<file path="src/rtl/text_terminal_char_buffer_defines.svh">
// assertion macros for the text terminal character buffer
`ifndef TEXT_TERMINAL_CHAR_BUFFER_DEFINES_SVH
`define TEXT_TERMINAL_CHAR_BUFFER_DEFINES_SVH

// same-cycle implication, sampled on clk, off during reset
`define TTCB_ASSERT_NOW(lbl, ante, cons) \
    lbl: assert property (@(posedge clk) disable iff (!rst_n) (ante) |-> (cons)) \
        else $error("ttcb assertion failed");

// next-cycle implication, sampled on clk, off during reset
`define TTCB_ASSERT_NEXT(lbl, ante, cons) \
    lbl: assert property (@(posedge clk) disable iff (!rst_n) (ante) |=> (cons)) \
        else $error("ttcb assertion failed");

`endif

</file>
<file path="src/rtl/ttcb_pkg.sv">
// shared types and constants of the text terminal character buffer
package ttcb_pkg;

    // default geometry
    localparam int ROWS_DEF    = 12;
    localparam int COLUMNS_DEF = 12;

    // widths fixed by the word formats
    localparam int CELL_W  = 8;
    localparam int DIRTY_W = 12;
    localparam int POS_W   = 4;
    localparam int IDX_W   = 6;

    // operation codes
    localparam logic [2:0] OP_TERM   = 3'd0;
    localparam logic [2:0] OP_PUT    = 3'd1;
    localparam logic [2:0] OP_SCROLL = 3'd2;
    localparam logic [2:0] OP_CURSOR = 3'd3;
    localparam logic [2:0] OP_READ   = 3'd4;
    localparam logic [2:0] OP_TAKE   = 3'd5;

    // scroll directions
    localparam logic [1:0] DIR_UP    = 2'd0;
    localparam logic [1:0] DIR_DOWN  = 2'd1;
    localparam logic [1:0] DIR_LEFT  = 2'd2;
    localparam logic [1:0] DIR_RIGHT = 2'd3;

    // character constants
    localparam logic [7:0] CHAR_BASE    = 8'h20;
    localparam logic [7:0] CHAR_NEWLINE = 8'h0a;

    // command word
    typedef struct packed {
        logic [2:0]       operation;
        logic [7:0]       char_code;
        logic [POS_W-1:0] cell_row;
        logic [POS_W-1:0] cell_column;
        logic [1:0]       scroll_dir;
    } cmd_word_t;

    // response word
    typedef struct packed {
        logic [7:0]         read_value;
        logic [DIRTY_W-1:0] dirty_mask;
        logic [POS_W-1:0]   cursor_row_out;
        logic [POS_W-1:0]   cursor_col_out;
    } rsp_word_t;

    // controls broadcast to every cell
    typedef struct packed {
        logic              shift_up;
        logic              shift_down;
        logic              shift_left;
        logic              shift_right;
        logic              write_en;
        logic [CELL_W-1:0] code;
    } cell_ctrl_t;

endpackage

</file>
<file path="src/rtl/ttcb_cell.sv">
// one character cell: holds a code, loads it or takes a neighbor's code
module ttcb_cell (
    input  logic                       clk,
    input  logic                       rst_n,
    input  ttcb_pkg::cell_ctrl_t       ctrl,
    input  logic                       sel,
    input  logic [ttcb_pkg::CELL_W-1:0] from_above,
    input  logic [ttcb_pkg::CELL_W-1:0] from_below,
    input  logic [ttcb_pkg::CELL_W-1:0] from_left,
    input  logic [ttcb_pkg::CELL_W-1:0] from_right,
    output logic [ttcb_pkg::CELL_W-1:0] value,
    output logic [ttcb_pkg::CELL_W-1:0] rd_value,
    output logic                       changed
);

    logic [ttcb_pkg::CELL_W-1:0] code_reg;
    logic [ttcb_pkg::CELL_W-1:0] code_next;

    // write wins over a shift in the same cycle
    always_comb
    begin
        code_next = code_reg;
        if (ctrl.write_en && sel)
        begin
            code_next = ctrl.code;
        end
        else if (ctrl.shift_up)
        begin
            code_next = from_below;
        end
        else if (ctrl.shift_down)
        begin
            code_next = from_above;
        end
        else if (ctrl.shift_left)
        begin
            code_next = from_right;
        end
        else if (ctrl.shift_right)
        begin
            code_next = from_left;
        end
    end

    // cell storage
    always_ff @(posedge clk or negedge rst_n)
    begin
        if (!rst_n)
        begin
            code_reg <= '0;
        end
        else
        begin
            code_reg <= code_next;
        end
    end

    // outputs to neighbors and to the row
    assign value    = code_reg;
    assign rd_value = sel ? code_reg : '0;
    assign changed  = ctrl.write_en && sel && (code_reg != ctrl.code);

endmodule

</file>
<file path="src/rtl/ttcb_row.sv">
// one display row: a chain of cells linked left and right
module ttcb_row #(
    parameter int COLUMNS = ttcb_pkg::COLUMNS_DEF
) (
    input  logic                                     clk,
    input  logic                                     rst_n,
    input  ttcb_pkg::cell_ctrl_t                     ctrl,
    input  logic                                     row_hit,
    input  logic [COLUMNS-1:0]                       col_sel,
    input  logic [COLUMNS-1:0][ttcb_pkg::CELL_W-1:0] above,
    input  logic [COLUMNS-1:0][ttcb_pkg::CELL_W-1:0] below,
    output logic [COLUMNS-1:0][ttcb_pkg::CELL_W-1:0] values,
    output logic [ttcb_pkg::CELL_W-1:0]              rd_value,
    output logic                                     changed
);

    logic [COLUMNS-1:0][ttcb_pkg::CELL_W-1:0] nb_left;
    logic [COLUMNS-1:0][ttcb_pkg::CELL_W-1:0] nb_right;
    logic [COLUMNS-1:0][ttcb_pkg::CELL_W-1:0] cell_rd;
    logic [COLUMNS-1:0]                       cell_chg;

    // cells with zero fill at both row ends
    for (genvar c = 0; c < COLUMNS; c++)
    begin : g_col
        if (c == 0)
        begin : g_first
            assign nb_left[c] = '0;
        end
        else
        begin : g_inner_l
            assign nb_left[c] = values[c-1];
        end
        if (c == COLUMNS - 1)
        begin : g_last
            assign nb_right[c] = '0;
        end
        else
        begin : g_inner_r
            assign nb_right[c] = values[c+1];
        end

        ttcb_cell u_cell (
            .clk        (clk),
            .rst_n      (rst_n),
            .ctrl       (ctrl),
            .sel        (row_hit && col_sel[c]),
            .from_above (above[c]),
            .from_below (below[c]),
            .from_left  (nb_left[c]),
            .from_right (nb_right[c]),
            .value      (values[c]),
            .rd_value   (cell_rd[c]),
            .changed    (cell_chg[c])
        );
    end

    // combine the selected cell's code
    always_comb
    begin
        rd_value = '0;
        for (int c = 0; c < COLUMNS; c++)
        begin
            rd_value = rd_value | cell_rd[c];
        end
    end

    assign changed = |cell_chg;

endmodule

</file>
<file path="config.mk">
export PLATFORM = sky130hd
export DESIGN_NAME = ttcb_row
export DESIGN_NICKNAME = d
export VERILOG_FILES = /design/src/rtl/text_terminal_char_buffer_defines.svh /design/src/rtl/ttcb_pkg.sv /design/src/rtl/ttcb_cell.sv /design/src/rtl/ttcb_row.sv
export SDC_FILE = /design/constraint.sdc
export NUM_CORES = 1
export LEC_CHECK = 0
export ABC_AREA = 1
export BUFFER_PORTS_ARGS = -buffer_cell sky130_fd_sc_hd__buf_2
export CORE_ASPECT_RATIO = 1.75
export CORE_MARGIN = 4
export CORE_UTILIZATION = 41
export CTS_CLUSTER_SIZE = 20
export DETAILED_ROUTE_END_ITERATION = 6
export GPL_ROUTABILITY_DRIVEN = 0
export PLACE_DENSITY = 0.69
export SYNTH_ARGS = -nofsm -noshare
export SYNTH_HDL_FRONTEND = slang
export SYNTH_SLANG_ARGS = --single-unit
</file>
<file path="constraint.sdc">
create_clock -name clk -period 2.9 [get_ports clk]
set_input_delay 0.87 -clock clk [delete_from_list [all_inputs] [get_ports clk]]
set_output_delay 0.87 -clock clk [all_outputs]
set_load 0.03 [all_outputs]
</file>
# After elaboration in Yosys (flattened, before gate mapping)
# Cells that the tools add are included.
[totals] regBits=96 inputBits=220 output_inout_bits=105 elab_cells=156
[op_classes] reduce_logical=49 n_mux=72 eq_ne=12 bitwise_logic=11
[ops] operator="$mux 8" n=72
[ops] operator="$ne 8x8->1" n=12
[ops] operator="$or 8x8->8" n=11
[ops] operator="$reduce_bool 5->1" n=12
[ops] operator="$logic_and 1x1->1" n=36
[ops] operator="$reduce_or 12->1" n=1

# Longest topological paths before layout
[depth] ltp_word=13 mapped_depth=11 mapped_depth_nobuf=10

# Cells and area by module
# From an unflattened synthesis, not the netlist that was laid out.
[unflattened] hier_cells=2297 hier_area_um2=12615.8
[modules_own_cells] mod="ttcb_cell" area_each_um2=1009.7 seq_area_each_um2=200.2 cells_each=181 instances=12
[modules_own_cells] mod="ttcb_row" area_each_um2=499.2 seq_area_each_um2=0.0 cells_each=125 instances=1

# Least setup slack after synthesis
# Ideal clock, no wire load.
[synth_timing] path_kind="in2out" startpoint="input port ctrl[6] (netlist bit)" endpoint="output port changed" t_required_ns=2.030 setup_slack_ns=0.081 cell_stages=10 path_buffers=2 arrival_ns=1.949 path_cell_list="buf_2 -> buf_4 -> xnor2_1 -> nand2_1 -> nor2_1 -> nand2_1 -> nand2_1 -> nand2_1 -> nor2_1 -> nand3_1"
[synth_between] elab_chain_len=3 word_cells_on_any_way=25 cone_classes="eq/ne (12); reduce/logical (13)"
[synth_rtl] item="start: declaration" line_no="ttcb_row.sv:7" source="input ttcb_pkg::cell_ctrl_t ctrl,"
[synth_rtl] item="$ne 8x8->1" line_no="ttcb_cell.sv:61" source="assign changed = ctrl.write_en && sel && (code_reg != ctrl.code);"
[synth_rtl] item="$logic_and 1x1->1" line_no="ttcb_cell.sv:61"
[synth_rtl] item="$reduce_or 12->1 (*)" line_no="ttcb_row.sv:67" source="assign changed = |cell_chg;"
[synth_rtl] item="end: declaration" line_no="ttcb_row.sv:14" source="output logic changed"
# Every way passes the cells marked *; elsewhere a longest branch is shown, timed or not.

# Worst setup path in the final report
[layout_timing] startpoint="input port ctrl[1] (netlist bit)" endpoint="output port changed"
# The elaborated chain is that of the path after synthesis.

==> impl_metrics.yaml <==
outcome:
  status: "complete, but fails checks"
  violations: "design-rule violations, negative setup slack"
logic_synthesis:
  seq_area_frac_synth: 0.277
  synth-seq-cells: 96
  synth_cells: 1252
  synth.distinct_cells: 34
  synth_area_per_cell_um2: 6.93
  syn_area_mm2: 0.00868
  synth_fp_nets: 1472
  synth_warnings: 0
cells_and_area:
  final_cell_mix: "nand2_1 (377), buf_2 (307), buf_4 (131)"
  final_common_cell: "nand2_1"
  drive_above_1_share: 0.394
  largest_register_ffs: 96
  instances_no_fill: 1917
  nFillCells: 1971
  multi_input_area_mm2: 0.00591
  seqCellArea_mm2: 0.00240
  nets: 1879
  syn_to_final_growth_pct: 42.9
floorplan:
  ioPinCount: 325
  rows: 70
  start_util: 0.416
  core-area_mm2: 0.0208
  die_w_um: 118
  dieArea_mm2: 0.0237
  die_h_um: 200
power:
  total_power_uw: 5830
  ir_drop_v: 0.000284
  power_frac_comb: 0.471
  total_leakage_power_uw: 0.00563
  seqPwrFrac: 0.310
  p_per_area_mw_per_mm2: 470
  p_int_uw: 3200
  p_switching_uw: 2630
  swShare: 0.451
  pwr-share-clk: 0.219
global_route:
  antenna_found_initial: 1
  grt_pass1_vias: 11923
  grtUsageTotal: 0.412
  grt_max_degree: 55
  grt_pass1_wl_um: 74000
  globalRouteOverflowTotal: 0
placement:
  portBuffers: 324
  hpwl_um: 37600
  dp_slack_ns: -0.430
  dp_cells: 1886
detailed_routing:
  drt-initial-drc-count: 1761
  via_per_inst: 6.43
  ant_nets: 0
  wire_per_inst_um: 26.5
  first_pass_iters: 7
  wl_um: 50800
  vias: 12331
  drc: 3
sta:
  grt_setup_unrepaired: "yes"
  period_share: 1.05
  final_max_slew_viol_count: 0
  setup_tns_ns: -0.288
  hold_ws_ns: 0.508
  clock-skew-final_ns: 0.00619
  slew-limit-headroom: 0.568
  layout_setup_ws_ns: -0.134
  hold_viol: 0
  fmax_mhz: 330
  timing.final.crit_period_ns: 3.03
  setup_violations: 5
  worst_pin_slew_ns: 0.649
worst_setup_path:
  crit_arrival_ns: 2.16
  crit_start: "ctrl[1]"
  start_kind: "input port"
  crit_required_ns: 2.03
  cp-end-kind: "output port"
  rr_startpoint: "g_col[3].u_cell.value[1]"
  crit_fanout: 7
  crit_type: "in -> out"
clock_tree:
  cts.sinks: 96
  clockRootBuffer: "clkbuf_16"
  cts_made_buffers: 9
  cts.reportedPaths.clkPinSlew_ns: 0.07
  htree_levels: 3
  clock_path_buffers: 2
  cts_tree: "done"
  clk_latency_ns: 0.37
flow_run:
  max_cap_viol_count: 0
worst_hold_path:
  hold_path.class: "in -> async"
==> worst max-delay path, cell delays in order <==
cell and delay [ns]:
buf_2 0.14, buf_6 0.15, xnor2_1 0.15, nand2_1 0.07, nor2_1 0.11, nand2_1 0.08
nand2_1 0.10, nand2_1 0.09, nor2_4 0.13, nand3_4 0.12, buf_6 0.16
==> cell usage after synthesis (all sizes together) <==
master / number / area [µm²]
nand3: 55 / 275
clkbuf: 23 / 86.3
a22o: 3 / 26.3
nor2: 64 / 312
dfrtp: 96 / 2400
o2111ai: 4 / 35.0
a221oi: 13 / 114
o211ai: 56 / 425
nand2: 426 / 1700
a21oi: 97 / 485
o22ai: 16 / 100
o221ai: 79 / 861
nand4: 9 / 56.3
inv: 79 / 299
buf: 55 / 367
o21ai: 104 / 521
nor3: 6 / 30.0
clkinv: 1 / 3.75
xnor2: 66 / 578
==> stage by stage <==
| step | util | instance area, µm² |
|---|---|---|
| 2_1_floorplan | - | 8680 |
| 3_3_place_gp | 0.544 | 11300 |
| 3_5_place_dp | 0.544 | 11300 |
| 4_1_cts | 0.581 | 12100 |
| 5_1_grt | 0.595 | 12400 |
| 6_report | 0.595 | 12400 |
==> kinds of logic (layout without fill, tap and decap cells) <==
kind of cell / count (synthesis) / count (layout) / synth area share
AO/OA/AOI/OAI: 372 / 372 / 0.296
AND/OR/NAND/NOR: 560 / 560 / 0.274
flip-flops: 96 / 96 / 0.277
buffers and inverters: 158 / 570 / 0.0871
other: 0 / 1 / 0
XOR/XNOR: 66 / 66 / 0.0666
==> repair_timing <==
action	in CTS	in global routing
hold buffers	0	0
endpoints found under the setup margin	9	9
setup buffers	5	6
cloned	4	0
resized for setup	77	64
pin swaps	26	23
==> path summary, 6_finish.rpt <==
kind	slack (ns)	cells past startpoint	endpoint
max reg2reg	1.49	4	g_col[2].u_cell.value[1]
min reg2reg	0.61	2	g_col[11].u_cell.value[2]
max in group asynchronous	1.65	2	g_col[4].u_cell.value[5]
max	-0.13	11	changed
min in group clk	0.61	2	g_col[11].u_cell.value[2]
min	0.51	1	g_col[1].u_cell.value[3]
==> final cells by class <==
type,instances,share of cell area
multi-input cells,998,0.476
repair buffers,474,0.253
flip-flops and latches,96,0.194
inverters,80,0.0270
well taps,252,0.0254
clock buffers,11,0.0204
clock inverters,5,0.00444
diodes,1,0.000202
==> power groups by stage <==
stage                     combinational [µW]  sequential [µW]  clock, µW
final                                   2750             1800       1280
after global placement                  2440             1790          0
after global routing                    2850             1800       1320
after floorplan                          979             2090          0
after detailed placement                2460             1790          0
after CTS                               2560             1770       1270
==> layer usage <==
metal / wire [µm] / vias up / track usage
li1: - / 5194 / -
met1: 16700 / 5640 / 0.478
met2: 22600 / 1152 / 0.644
met3: 6350 / 345 / 0.110
met4: 5100 / 0 / 0.314
met5: 0 / - / 0
Power figures use the tool's default switching activity.
